--- config.mk ---
export PLATFORM = sky130hd
export DESIGN_NAME = bresenham_line_stepper_core
export DESIGN_NICKNAME = d
export VERILOG_FILES = /design/src/hdl/bls_pkg.sv /design/src/hdl/bresenham_line_stepper_core.sv
export SDC_FILE = /design/constraint.sdc
export NUM_CORES = 1
export LEC_CHECK = 0
export ABC_AREA = 1
export BUFFER_PORTS_ARGS = -buffer_cell sky130_fd_sc_hd__buf_2
export CORE_MARGIN = 2
export CORE_UTILIZATION = 55
export CTS_BUF_LIST = sky130_fd_sc_hd__clkbuf_16
export DETAILED_ROUTE_END_ITERATION = 7
export MAX_ROUTING_LAYER = met4
export PLACE_DENSITY_LB_ADDON = 0.08
export SLEW_MARGIN = 30
export SYNTH_ARGS = -nofsm -noshare
export SYNTH_HDL_FRONTEND = slang
export SYNTH_SLANG_ARGS = --single-unit
--- constraint.sdc ---
create_clock -name clock -period 16.77 [get_ports clock]
set_input_delay 1.677 -clock clock [delete_from_list [all_inputs] [get_ports clock]]
set_output_delay 1.677 -clock clock [all_outputs]
set_load 0.005 [all_outputs]
--- src/hdl/bls_pkg.sv ---
`timescale 1ns / 1ps

package bls_pkg;

   // Default coordinate width of the line endpoints and of the emitted pixels.
   localparam int COORD_BITS_DEF = 12;

   // Request actions.
   typedef enum logic {
      ACTION_LOAD = 1'b0,
      ACTION_STEP = 1'b1
   } action_type;

endpackage

--- src/hdl/bresenham_line_stepper_core.sv ---
`timescale 1ns / 1ps
// A pixel beat appears on the rsp_ channel in the cycle after the request beat that produced it is taken.
// Throughput: one request beat per clock; req_ready drops only while a result beat waits.
// The output register is the only stage, so a taken result frees it in the same cycle.
// Reset (synchronous, active high) clears the line state and leaves no line active.

module bresenham_line_stepper_core #(
   parameter int COORD_BITS = bls_pkg::COORD_BITS_DEF
) (
   input  logic                         clock,
   input  logic                         reset,

   input  logic                         req_valid,
   output logic                         req_ready,
   input  logic                         req_action,
   input  logic signed [COORD_BITS-1:0] req_start_x,
   input  logic signed [COORD_BITS-1:0] req_start_y,
   input  logic signed [COORD_BITS-1:0] req_stop_x,
   input  logic signed [COORD_BITS-1:0] req_stop_y,

   output logic                         rsp_valid,
   input  logic                         rsp_ready,
   output logic signed [COORD_BITS-1:0] rsp_pixel_x,
   output logic signed [COORD_BITS-1:0] rsp_pixel_y,
   output logic                         rsp_last
);
   import bls_pkg::*;

   // Endpoint differences need one more bit than a coordinate; the decision
   // term and its increments are twice a difference, so two more.
   localparam int DIFF_BITS = COORD_BITS + 1;
   localparam int DEC_BITS  = COORD_BITS + 2;

   // Line state.
   logic signed [COORD_BITS-1:0] cur_x_ff, cur_x_in;
   logic signed [COORD_BITS-1:0] cur_y_ff, cur_y_in;
   logic signed [COORD_BITS-1:0] major_end_ff, major_end_in;
   logic signed [DEC_BITS-1:0]   decision_ff, decision_in;
   logic signed [DEC_BITS-1:0]   inc_straight_ff, inc_straight_in;
   logic signed [DEC_BITS-1:0]   inc_diagonal_ff, inc_diagonal_in;
   logic                         minor_negative_ff, minor_negative_in;
   logic                         y_is_major_ff, y_is_major_in;
   logic                         active_ff, active_in;

   // Result register.
   logic                         rsp_valid_ff, rsp_valid_in;
   logic signed [COORD_BITS-1:0] rsp_pixel_x_ff, rsp_pixel_x_in;
   logic signed [COORD_BITS-1:0] rsp_pixel_y_ff, rsp_pixel_y_in;
   logic                         rsp_last_ff, rsp_last_in;

   logic req_beat;
   logic emit;
   logic last;

   // Load path signals.
   logic signed [DIFF_BITS-1:0]  diff_x, diff_y;
   logic signed [DIFF_BITS-1:0]  abs_dx, abs_dy;
   logic signed [DIFF_BITS-1:0]  d_major, d_minor;
   logic signed [DEC_BITS-1:0]   d_major_w, d_minor_w;
   logic                         load_y_major;
   logic                         swap_ends;
   logic signed [COORD_BITS-1:0] first_x, first_y, final_x, final_y;

   // Step path signals.
   logic                         move_minor;
   logic signed [COORD_BITS-1:0] minor_step;
   logic signed [COORD_BITS-1:0] step_x, step_y;
   logic signed [COORD_BITS-1:0] step_major;

   // The output register accepts a new beat whenever it is empty or being drained.
   assign req_ready = !rsp_valid_ff || rsp_ready;
   assign req_beat  = req_valid && req_ready;

   // Endpoint geometry for a load beat. The differences are taken at one bit
   // wider than a coordinate, so they never wrap.
   always_comb begin
      diff_x = DIFF_BITS'(req_start_x) - DIFF_BITS'(req_stop_x);
      diff_y = DIFF_BITS'(req_start_y) - DIFF_BITS'(req_stop_y);
      abs_dx = diff_x[DIFF_BITS-1] ? -diff_x : diff_x;
      abs_dy = diff_y[DIFF_BITS-1] ? -diff_y : diff_y;

      // A tie in the absolute differences makes x the major axis.
      load_y_major = abs_dy > abs_dx;
      d_major      = load_y_major ? abs_dy : abs_dx;
      d_minor      = load_y_major ? abs_dx : abs_dy;

      // Start at the endpoint whose major coordinate is smaller.
      swap_ends = load_y_major ? (diff_y > 0) : (diff_x > 0);
      first_x   = swap_ends ? req_stop_x  : req_start_x;
      first_y   = swap_ends ? req_stop_y  : req_start_y;
      final_x   = swap_ends ? req_start_x : req_stop_x;
      final_y   = swap_ends ? req_start_y : req_stop_y;

      d_major_w = DEC_BITS'(d_major);
      d_minor_w = DEC_BITS'(d_minor);
   end

   // One Bresenham step on the registered line state: the major coordinate
   // always advances, the minor one moves when the decision term is not negative.
   always_comb begin
      move_minor = !decision_ff[DEC_BITS-1];
      minor_step = minor_negative_ff ? -COORD_BITS'(1) : COORD_BITS'(1);
      if (y_is_major_ff) begin
         step_y = cur_y_ff + COORD_BITS'(1);
         step_x = move_minor ? cur_x_ff + minor_step : cur_x_ff;
         step_major = step_y;
      end else begin
         step_x = cur_x_ff + COORD_BITS'(1);
         step_y = move_minor ? cur_y_ff + minor_step : cur_y_ff;
         step_major = step_x;
      end
   end

   // Next state and next result.
   always_comb begin
      cur_x_in          = cur_x_ff;
      cur_y_in          = cur_y_ff;
      major_end_in      = major_end_ff;
      decision_in       = decision_ff;
      inc_straight_in   = inc_straight_ff;
      inc_diagonal_in   = inc_diagonal_ff;
      minor_negative_in = minor_negative_ff;
      y_is_major_in     = y_is_major_ff;
      active_in         = active_ff;
      emit              = 1'b0;
      last              = 1'b0;

      if (req_beat) begin
         unique case (action_type'(req_action))
            ACTION_LOAD: begin
               // A load always restarts the block, dropping any line in progress.
               emit              = 1'b1;
               last              = (d_major == '0);
               cur_x_in          = first_x;
               cur_y_in          = first_y;
               y_is_major_in     = load_y_major;
               major_end_in      = load_y_major ? final_y : final_x;
               minor_negative_in = load_y_major ? (final_x < first_x) : (final_y < first_y);
               decision_in       = (d_minor_w <<< 1) - d_major_w;
               inc_straight_in   = d_minor_w <<< 1;
               inc_diagonal_in   = (d_minor_w - d_major_w) <<< 1;
            end
            ACTION_STEP: begin
               // A step with no line in progress is taken and yields no pixel.
               if (active_ff) begin
                  emit        = 1'b1;
                  last        = (step_major == major_end_ff);
                  cur_x_in    = step_x;
                  cur_y_in    = step_y;
                  decision_in = decision_ff + (move_minor ? inc_diagonal_ff : inc_straight_ff);
               end
            end
            default: begin
            end
         endcase
         if (emit) begin
            active_in = !last;
         end
      end

      rsp_valid_in   = emit || (rsp_valid_ff && !rsp_ready);
      rsp_pixel_x_in = emit ? cur_x_in : rsp_pixel_x_ff;
      rsp_pixel_y_in = emit ? cur_y_in : rsp_pixel_y_ff;
      rsp_last_in    = emit ? last     : rsp_last_ff;
   end

   always_ff @(posedge clock) begin
      if (reset) begin
         cur_x_ff          <= '0;
         cur_y_ff          <= '0;
         major_end_ff      <= '0;
         decision_ff       <= '0;
         inc_straight_ff   <= '0;
         inc_diagonal_ff   <= '0;
         minor_negative_ff <= 1'b0;
         y_is_major_ff     <= 1'b0;
         active_ff         <= 1'b0;
         rsp_valid_ff      <= 1'b0;
      end else begin
         cur_x_ff          <= cur_x_in;
         cur_y_ff          <= cur_y_in;
         major_end_ff      <= major_end_in;
         decision_ff       <= decision_in;
         inc_straight_ff   <= inc_straight_in;
         inc_diagonal_ff   <= inc_diagonal_in;
         minor_negative_ff <= minor_negative_in;
         y_is_major_ff     <= y_is_major_in;
         active_ff         <= active_in;
         rsp_valid_ff      <= rsp_valid_in;
      end
   end

   // Result payload holds its value while a beat waits, so it needs no reset.
   always_ff @(posedge clock) begin
      rsp_pixel_x_ff <= rsp_pixel_x_in;
      rsp_pixel_y_ff <= rsp_pixel_y_in;
      rsp_last_ff    <= rsp_last_in;
   end

   assign rsp_valid   = rsp_valid_ff;
   assign rsp_pixel_x = rsp_pixel_x_ff;
   assign rsp_pixel_y = rsp_pixel_y_ff;
   assign rsp_last    = rsp_last_ff;

endmodule

== After elaboration in Yosys (flattened, before gate mapping) ==
Index checks and enable logic that the tools add are counted.

* Flip-flop bits (word level): 105
* Input bits: 53
* Output and inout bits: 27
* Logic and storage cells: 76

* $add $sub $neg: 11
* Order comparisons: 5
* Equal/unequal tests: 2
* Multiplexer cells: 33
* Bitwise operators: 1
* Reductions and logical operators: 11

{| class="wikitable"
|+ Operators with widths
! kind !! count
|-
| $mux 12 || 15
|-
| $mux 13 || 4
|-
| $pmux 12 s2 || 2
|-
| $mux 14 || 2
|-
| $pmux 14 s2 || 1
|-
| $gt 13x1->1 const B || 2
|-
| $neg 13->13 || 2
|-
| $sub 12x12->13 || 2
|-
| $add 12x12->12 || 2
|-
| $add 12x2->12 const B || 2
|-
| $lt 12x12->1 || 2
|-
| $add 14x14->14 || 1
|-
| $sub 14x13->14 || 1
|-
| $gt 13x13->1 || 1
|-
| $logic_not 13->1 || 1
|-
| $sub 13x13->13 || 1
|-
| $eq 12x12->1 || 1
|-
| $mux 1 || 7
|-
| $reduce_and 2->1 || 3
|-
| $pmux 1 s2 || 2
|-
| $logic_not 1->1 || 3
|-
| $logic_and 1x1->1 || 2
|-
| $logic_or 1x1->1 || 2
|-
| $ne 2x1->1 const B || 1
|-
| $not 1->1 || 1
|}

== Logic depth before layout (Yosys ltp) ==
Gate-level depths: netlist of the first run.

* Depth after elaboration: 9
* Mapped depth: 49
* Gate-level depth less buffers: 47

== Least setup slack after synthesis of the first run ==
Ideal clock, no wire load.

* Path kind: input -> register
* From: input req_start_x[0]
* To: register decision_ff[12]
* Setup time: 0.120 ns
* Arrival time: 6.930 ns
* Required time: 16.650 ns
* Path slack: 9.720 ns
* Stages on the path: 43
* Buffers on the path: 2
* Path through: inv_1 -> ha_1 -> fa_1 -> ha_1 -> inv_1 -> nor2_1 -> nand3_1 -> nor2_1 -> nand2_1 -> nor2_2 -> a21oi_1 -> or2_1 -> nand2_1 -> inv_2 -> ha_1 -> nand2_1 -> inv_1 -> o21bai_1 -> [7 not listed] -> nand2_1 -> o21ai_1 -> ha_1 -> a21o_1 -> a21oi_1 -> nor2_1 -> o21ai_0 -> nand2_1 -> nand2_1 -> nand2_1 -> a21oi_1 -> o21ai_0 -> a21oi_1 -> o21bai_1 -> o21ai_0 -> nand3_1 -> o211ai_1 -> inv_1

* Word-level cells in the longest chain between the ends: 7
* Elaborated cells between the ends (all ways): 8
* Classes of those cells: add/sub (3); order compare (1); mux (4)

{| class="wikitable"
|+ Ends and longest elaborated chain
! what !! line !! text
|-
| from (decl) || bresenham_line_stepper_core.sv:16 || <nowiki>input logic signed [COORD_BITS-1:0] req_start_x,</nowiki>
|-
| $sub 12x12->13 (*) || bresenham_line_stepper_core.sv:77 || <nowiki>diff_x = DIFF_BITS'(req_start_x) - DIFF_BITS'(req_stop_x);</nowiki>
|-
| $neg 13->13 || bresenham_line_stepper_core.sv:79 || <nowiki>abs_dx = diff_x[DIFF_BITS-1] ? -diff_x : diff_x;</nowiki>
|-
| $mux 13 (*) || bresenham_line_stepper_core.sv:79 ||
|-
| $gt 13x13->1 || bresenham_line_stepper_core.sv:83 || <nowiki>load_y_major = abs_dy > abs_dx;</nowiki>
|-
| $mux 13 (on tied branches) || bresenham_line_stepper_core.sv:85, bresenham_line_stepper_core.sv:84 ||
|-
| $sub 14x13->14 (*) || bresenham_line_stepper_core.sv:139 || <nowiki>decision_in = (d_minor_w <<< 1) - d_major_w;</nowiki>
|-
| $pmux 14 s2 (*) || bresenham_line_stepper_core.sv:129 || <nowiki>unique case (action_type'(req_action))</nowiki>
|-
| to (signal assigned) || bresenham_line_stepper_core.sv:183 || <nowiki>decision_ff <= decision_in;</nowiki>
|-
| to (decl) || bresenham_line_stepper_core.sv:38 || <nowiki>logic signed [DEC_BITS-1:0] decision_ff, decision_in;</nowiki>
|}

Every way passes the cells marked *; elsewhere a longest branch is shown, timed or not.
A chain may end at the register's enable or synchronous reset.

== Final worst setup path of the first run ==
* From: input req_start_x[0]
* To: register decision_ff[12]

* Word-level cells in the longest chain between the ends: 7
* Elaborated cells between the ends (all ways): 8
* Classes of those cells: add/sub (3); order compare (1); mux (4)

{| class="wikitable"
|+ Ends and longest elaborated chain
! what !! line !! text
|-
| $sub 12x12->13 (*) || bresenham_line_stepper_core.sv:77 ||
|-
| $neg 13->13 || bresenham_line_stepper_core.sv:79 ||
|-
| $mux 13 (*) || bresenham_line_stepper_core.sv:79 ||
|-
| $gt 13x13->1 || bresenham_line_stepper_core.sv:83 ||
|-
| $mux 13 (*) || bresenham_line_stepper_core.sv:85 || <nowiki>d_minor = load_y_major ? abs_dx : abs_dy;</nowiki>
|-
| net d_minor[0] || bresenham_line_stepper_core.sv:58 || <nowiki>logic signed [DIFF_BITS-1:0] d_major, d_minor;</nowiki>
|-
| $sub 14x13->14 (*) || bresenham_line_stepper_core.sv:139 ||
|-
| $pmux 14 s2 (*) || bresenham_line_stepper_core.sv:129 ||
|}

The timed path passes the listed nets; every way through them passes the cells marked *.

==> results of run 1 <==
registers in the layout, summed over array words and instances, names as in the netlist:
| signal | cells |
|---|---|
| decision_ff | 13 |
| inc_diagonal_ff | 13 |
| inc_straight_ff | 13 |
| cur_x_ff | 12 |
| cur_y_ff | 12 |
| major_end_ff | 12 |
| rsp_pixel_x | 12 |
| rsp_pixel_y | 12 |
| active_ff | 1 |
| minor_negative_ff | 1 |
| rsp_last | 1 |
| rsp_valid | 1 |
| y_is_major_ff | 1 |
kinds of logic after synthesis:
kind of cell | count (synthesis) | share of synthesized area, %
fa+ha+maj | 92 | 10.78
buf+inv | 319 | 11.40
xor+xnor | 72 | 5.749
compound gates | 407 | 21.02
flops | 104 | 21.01
simple gates | 793 | 30.04
power by group through the flow:
stage | logic, mW | clock network [mW] | registers, mW
after floorplan | 0.933 | 0 | 0.324
after global placement | 1.19 | 0 | 0.331
after detailed placement | 1.20 | 0 | 0.332
after CTS | 1.20 | 0.210 | 0.326
after global routing | 1.38 | 0.221 | 0.332
final | 1.23 | 0.207 | 0.327
per-stage QoR:
step	utilization, %	std cells	worst slack, ns
6_report	60.42	2093	8.833
5_1_grt	60.42	2093	8.092
4_1_cts	60.42	2093	8.892
3_5_place_dp	59.00	2077	8.547
3_3_place_gp	58.98	2077	8.746
2_1_floorplan	-	1787	9.720
final cells by class:
| type | instances | area, um^2 |
|---|---|---|
| clock buffers | 9 | 225.2 |
| clock inverters | 7 | 53.80 |
| fillers | 1984 | 7779 |
| inverters | 256 | 963.4 |
| multi-input cells | 1364 | 7505 |
| flip-flops and latches | 104 | 2333 |
| well taps | 265 | 331.6 |
| repair buffers | 88 | 462.9 |
per-layer routing:
metal  share of wire [%]  GRT usage [%]
met3                 8.8          3.344
met4                 1.5          6.068
met2                  41          46.46
met5                   0              -
met1                  48          47.17
path summary, 6_finish.rpt:
check / start / to / cells after the start
setup / recovery: req_start_x[0] / decision_ff[12] / 42
hold / removal: inc_diagonal_ff[4] / inc_diagonal_ff[4] / 2
setup reg to reg: minor_negative_ff / rsp_pixel_x[10] / 14
hold reg to reg: inc_diagonal_ff[4] / inc_diagonal_ff[4] / 2
worst register-to-register path: stages (launching register included):
cell	delay [ns]
dfxtp_2	0.69
inv_1	0.22
fa_1	0.47
o31ai_1	0.40
a21boi_0	0.22
o21ai_0	0.33
a21oi_1	0.12
o21bai_1	0.21
a21oi_1	0.10
o21ai_0	0.09
o211ai_1	0.10
nand3_1	0.10
o211ai_1	0.08
nand3_1	0.12
nand2_1	0.07
cell usage in the layout, fill, tap and decap left out, types with 14 or more instances in the layout:
| master | n |
|---|---|
| a21oi_1 | 131 |
| a31oi_1 | 14 |
| buf_2 | 79 |
| dfxtp_1 | 78 |
| edfxtp_1 | 25 |
| ha_1 | 86 |
| inv_1 | 247 |
| nand2_1 | 504 |
| nand3_1 | 119 |
| nand4_1 | 18 |
| nor2_1 | 102 |
| o211ai_1 | 34 |
| o21ai_0 | 121 |
| o21ai_1 | 50 |
| o21bai_1 | 23 |
| xnor2_1 | 17 |
| xor2_1 | 54 |
==> metrics.json, run 1 <==
{
  "outcome": "completed",
  "worst_slew_pin_slew_ns": 0.9062,
  "synthesis.instances": 1787,
  "cellInternalPower_mw": 0.7962,
  "async_flop_share_pct": 0,
  "overflow": 0,
  "setup_slack_reg_to_reg_ns": 13.20,
  "clockPowerShare_pct": 11.7,
  "synth_cell_types": 54,
  "setup_viol_count_final": 0,
  "worst_ep_arrival_time_ns": 8.20,
  "p_leak_nw": 5.984,
  "switching_share_pct": 54.97,
  "yosysWarningCount": 0,
  "timing.setup.critical_path_class": "input port to flop",
  "p_sw_mw": 0.9720,
  "fin_worst_skew_ns": 0.01125,
  "worst_hold_margin_ns": 0.4695,
  "cell_type_with_the_highest_aggregate_area_in_the_netlist": "nand2_1",
  "finalHoldViolCount": 0,
  "worst-endpoint-required_ns": 17.03,
  "synth-main-ff-cell": "dfxtp_1",
  "final_area_um2": 11880,
  "power_density_nw_per_um2": 148.9,
  "slowest_stage": "fa_1",
  "achievable-frequency_mhz": 126.0,
  "proportion_of_netlist_area_held_by_the_largest_area_contributor_pct": 17.04,
  "hold_class": "flop to flop",
  "synth_seq_cells": 104,
  "cts_buffers": 9,
  "cts_tree": "done",
  "mappedNetlistArea_um2": 11100,
  "grt_pass1_vias": 10280,
  "synth-seq-area-share_pct": 21.01,
  "routed_wl_mm": 33.06,
  "post_dp_hpwl_mm": 25.54,
  "clockRootBuffer": "clkbuf_16",
  "crit_path_end_kind": "flop",
  "clk_transition_reported_paths_ns": 0.08,
  "timing.max_cap.violations": 0,
  "final_period_minus_worst_setup_slack_ns": 7.937,
  "synthTopCellsByCount": "504 x nand2_1, 248 x inv_1, 131 x a21oi_1",
  "post_cts.repair.setup_buffers": 0,
  "buffers_inverters_on_critical_path": 6,
  "layout-area-overhead-vs-synth_pct": 6.989,
  "design.final.nets": 1968,
  "antenna-diode-count": 0,
  "core-area_um2": 19650,
  "cts_max_level": 3,
  "unrepaired_setup_endpoints_after_global_routing": "no",
  "power.share.combinational_pct": 69.8,
  "layout_worst_path_cycle_share_pct": 47.33,
  "grt_max_degree": 87,
  "per_cell_routed_wire_length_um": 15.80,
  "worstPathMaxFanout": 32,
  "route.antenna.remaining_nets": 0,
  "clk_latency_ns": 0.36,
  "setup-tns-final_ns": 0,
  "global_route.usage.total_pct": 31.63,
  "drive_above_1_share_pct": 8.151,
  "fp.dieH_um": 146.1,
  "post_synth_main_area_contributors": "nand2_1 17%, dfxtp_1 14%, ha_1 9.7%",
  "die_w_um": 146.1,
  "crit_path_max_incr_delay_ns": 0.53,
  "number_of_sinks_handled_by_clock_tree_synthesis": 104,
  "family_with_the_most_delay_on_the_worst_path": "simple AND/OR/NAND/NOR gates",
  "cts_resized": 0,
  "drt_pre_antenna_iters": 5,
  "start_util_pct": 56.47,
  "vias": 11780,
  "area_enclosed_by_the_die_boundary_um2": 21330,
  "post_cts_hold_buffer_count": 0,
  "max_slew_margin_pct": 39.59,
  "remaining_design_rule_violation_count": 0,
  "std_cell_rows": 51,
  "critPathMostFrequentCell": "nand2_1",
  "p_total_mw": 1.768,
  "dpl-instance-area_um2": 11590,
  "setup.worst_path.start_class": "input port",
  "antenna_violations_before_repair": 0,
  "gp_congestion": 1.007,
  "vdd_ir_drop_max_mv": 0.1714,
  "maxSlewViolCount": 0,
  "post_synth.cell_area_avg_um2": 6.211,
  "numPortBuffers": 79,
  "synth_edf_count": 25,
  "synth_fp_nets": 1932,
  "drt_iter0_markers": 1242,
  "power_frac_seq_pct": 18.5,
  "yosys.cell_count.top_type": "nand2_1",
  "global_route_wire_length_before_repair_mm": 53.21,
  "io_pins": 80,
  "detailed_route_vias_per_instance": 5.630,
  "clock_tree.buffer_depth": 2
}
Power figures use the tool's default switching activity.
==> run 2, diff against run 1 <==
==> constraint.sdc (replaced) <==
create_clock -name clock -period 8.15 [get_ports clock]
set_input_delay 0.815 -clock clock [delete_from_list [all_inputs] [get_ports clock]]
set_output_delay 0.815 -clock clock [all_outputs]
set_load 0.005 [all_outputs]
==> metrics.json, run 2 (synthesized netlist as in run 1, its figures left out) <==
{
  "outcome": "completed",
  "antenna-diode-count": {"value": 0, "change": "unchanged"},
  "routed_wl": {"value": 33.06, "unit": "mm", "change": "about the same"},
  "power.share.combinational": {"value": 69.6, "unit": "%", "change": "-0.2 points"},
  "cts_resized": {"value": 0, "change": "unchanged"},
  "numPortBuffers": {"value": 79, "change": "unchanged"},
  "final_period_minus_worst_setup_slack_ns": 7.059,
  "die_w": {"value": 146.1, "unit": "um", "change": "unchanged"},
  "cellInternalPower": {"value": 1.643, "unit": "mW", "change": "+110%"},
  "crit_path_max_incr_delay": {"value": 0.52, "unit": "ns", "change": "about the same"},
  "fin_worst_skew": {"value": 0.01435, "unit": "ns", "change": "+0.003104 ns"},
  "reg2reg_from": "minor_negative_ff",
  "grt_pass1_vias": {"value": 10170, "change": "-1.1%"},
  "global_route.usage.total": {"value": 31.31, "unit": "%", "change": "-0.32 points"},
  "power_frac_seq": {"value": 18.4, "unit": "%", "change": "about the same"},
  "clk_latency": {"value": 0.37, "unit": "ns", "change": "about the same"},
  "met2_length": {"value": 13.52, "unit": "mm", "change": "-0.96%"},
  "finalHoldViolCount": {"value": 0, "change": "unchanged"},
  "number_of_sinks_handled_by_clock_tree_synthesis": {"value": 104, "change": "unchanged"},
  "gp_congestion": {"value": 1.002, "change": "-0.49%"},
  "critPathMostFrequentCell": "nand2_1",
  "setup_viol_count_final": {"value": 0, "change": "unchanged"},
  "most_frequent_cells_in_the_layout": "504 x nand2_1, 247 x inv_1, 131 x a21oi_1, 121 x o21ai_0, 119 x nand3_1",
  "post_dp_hpwl": {"value": 25.66, "unit": "mm", "change": "+0.47%"},
  "worst_slew_pin_slew": {"value": 0.8977, "unit": "ns", "change": "-0.008546 ns"},
  "vdd_ir_drop_max": {"value": 0.3441, "unit": "mV", "change": "+100%"},
  "io_pins": {"value": 80, "change": "unchanged"},
  "slowest_stage": "fa_1",
  "start_util": {"value": 56.47, "unit": "%", "change": "unchanged"},
  "timing.max_cap.violations": {"value": 0, "change": "unchanged"},
  "design.final.nets": {"value": 1968, "change": "unchanged"},
  "post_cts_hold_buffer_count": {"value": 0, "change": "unchanged"},
  "route.antenna.remaining_nets": {"value": 0, "change": "unchanged"},
  "grt_max_degree": {"value": 87, "change": "unchanged"},
  "hold_class": "flop to flop",
  "clk_transition_reported_paths": {"value": 0.08, "unit": "ns", "change": "about the same"},
  "crit_path_end_kind": "flop",
  "core-area": {"value": 19650, "unit": "um^2", "change": "unchanged"},
  "clock_tree.buffer_depth": {"value": 2, "change": "unchanged"},
  "worstPathMaxFanout": {"value": 32, "change": "unchanged"},
  "area_enclosed_by_the_die_boundary": {"value": 21330, "unit": "um^2", "change": "unchanged"},
  "unrepaired_setup_endpoints_after_global_routing": "no",
  "achievable-frequency_mhz": 141.7,
  "power_density": {"value": 308.0, "unit": "nW/um^2", "change": "+110%"},
  "met3WireLength": {"value": 3.074, "unit": "mm", "change": "+5.4%"},
  "setup-tns-final": {"value": 0, "unit": "ns", "change": "unchanged"},
  "p_sw": {"value": 2.017, "unit": "mW", "change": "+110%"},
  "global_route_wire_length_before_repair": {"value": 52.35, "unit": "mm", "change": "-1.6%"},
  "cts_buffers": {"value": 9, "change": "unchanged"},
  "post_cts.repair.setup_buffers": {"value": 0, "change": "unchanged"},
  "switching_share": {"value": 55.12, "unit": "%", "change": "+0.14 points"},
  "remaining_design_rule_violation_count": {"value": 0, "change": "unchanged"},
  "vias": {"value": 11740, "change": "-0.39%"},
  "worst_hold_startpoint": "inc_diagonal_ff[4]",
  "p_total": {"value": 3.660, "unit": "mW", "change": "+110%"},
  "worst_hold_margin": {"value": 0.4739, "unit": "ns", "change": "+0.004454 ns"},
  "clockPowerShare": {"value": 12.0, "unit": "%", "change": "+0.3 points"},
  "p_leak": {"value": 5.991, "unit": "nW", "change": "+0.13%"},
  "startpoint": "req_start_x[0]",
  "worst_ep_arrival_time": {"value": 7.32, "unit": "ns", "change": "-0.88 ns"},
  "drt_iter0_markers": {"value": 1137, "change": "-8.5%"},
  "clockRootBuffer": "clkbuf_16",
  "layout_worst_path_cycle_share_pct": 86.61,
  "per_cell_routed_wire_length": {"value": 15.79, "unit": "um", "change": "about the same"},
  "top_metal_layer_carrying_routed_signals": "met4",
  "std_cell_rows": {"value": 51, "change": "unchanged"},
  "layout_top_registers": "decision_ff: 13 flops, inc_diagonal_ff: 13 flops, inc_straight_ff: 13 flops",
  "cts_tree": "done",
  "antenna_violations_before_repair": {"value": 0, "change": "unchanged"},
  "drt_pre_antenna_iters": {"value": 5, "change": "unchanged"},
  "m1WireLength": {"value": 15.81, "unit": "mm", "change": "-1.1%"},
  "layout-area-overhead-vs-synth": {"value": 7.045, "unit": "%", "change": "about the same"},
  "timing.setup.critical_path_class": "input port to flop",
  "detailed_route_vias_per_instance": {"value": 5.608, "change": "-0.39%"},
  "fp.dieH": {"value": 146.1, "unit": "um", "change": "unchanged"},
  "maxSlewViolCount": {"value": 0, "change": "unchanged"},
  "worst-endpoint-required": {"value": 8.41, "unit": "ns", "change": "-8.62 ns"},
  "drive_above_1_share": {"value": 8.151, "unit": "%", "change": "unchanged"},
  "cts_max_level": {"value": 3, "change": "unchanged"},
  "most_common_cell_after_layout_fill_and_taps_aside": "nand2_1",
  "overflow": {"value": 0, "change": "unchanged"},
  "setup.worst_path.start_class": "input port",
  "max_slew_margin": {"value": 40.09, "unit": "%", "change": "+0.50 points"}
}
## run 2: cell type report
type	count	area, um^2
inverters	256	962.2
repair buffers	88	462.9
well taps	265	331.6
fillers	1996	7772
flip-flops and latches	104	2333
multi-input cells	1364	7505
clock inverters	7	61.31
clock buffers	9	225.2
## run 2: routing by layer
| layer | global-route usage, % | vias up |
|---|---|---|
| met5 | - | - |
| met4 | 7.476 | 0 |
| met3 | 6.063 | 50 |
| met2 | 44.93 | 466 |
| met1 | 45.26 | 5266 |
| li1 | - | 5955 |
## run 2: per-stage QoR
stage                     std cells  utilization, %  worst slack (ns)  area (um^2)
after floorplan                1787               -             1.962        11100
final                          2093           60.45             1.091        11880
after global routing           2093           60.45            0.2964        11880
after CTS                      2093           60.44             1.185        11880
after global placement         2077           58.98            0.9954        11590
after detailed placement       2077           58.98            0.8236        11590
## run 2: worst max-delay path, delay by kind of cell
| family | cells | cell delay [ns] |
|---|---|---|
| and+or+nand+nor | 21 | 2.50 |
| AOI/OAI and AO/OA | 10 | 1.79 |
| adders and majority gates | 4 | 1.52 |
| buffers and inverters | 6 | 0.46 |
| xor gates and xnor gates | 1 | 0.23 |
## run 2: power by group through the flow
stage | clock (mW) | combinational (mW) | sequential [mW]
after global placement | 0 | 2.44 | 0.682
after floorplan | 0 | 1.92 | 0.667
final | 0.438 | 2.55 | 0.675
after global routing | 0.468 | 2.83 | 0.684
after detailed placement | 0 | 2.47 | 0.683
after CTS | 0.444 | 2.48 | 0.672
## run 2: path summary, 6_finish.rpt
kind	end	depth (start not counted)	slack, ns
hold reg to reg	inc_diagonal_ff[4]	2	0.47
hold / removal	inc_diagonal_ff[4]	2	0.47
setup reg to reg	rsp_pixel_y[10]	14	4.54
setup / recovery	decision_ff[12]	42	1.09
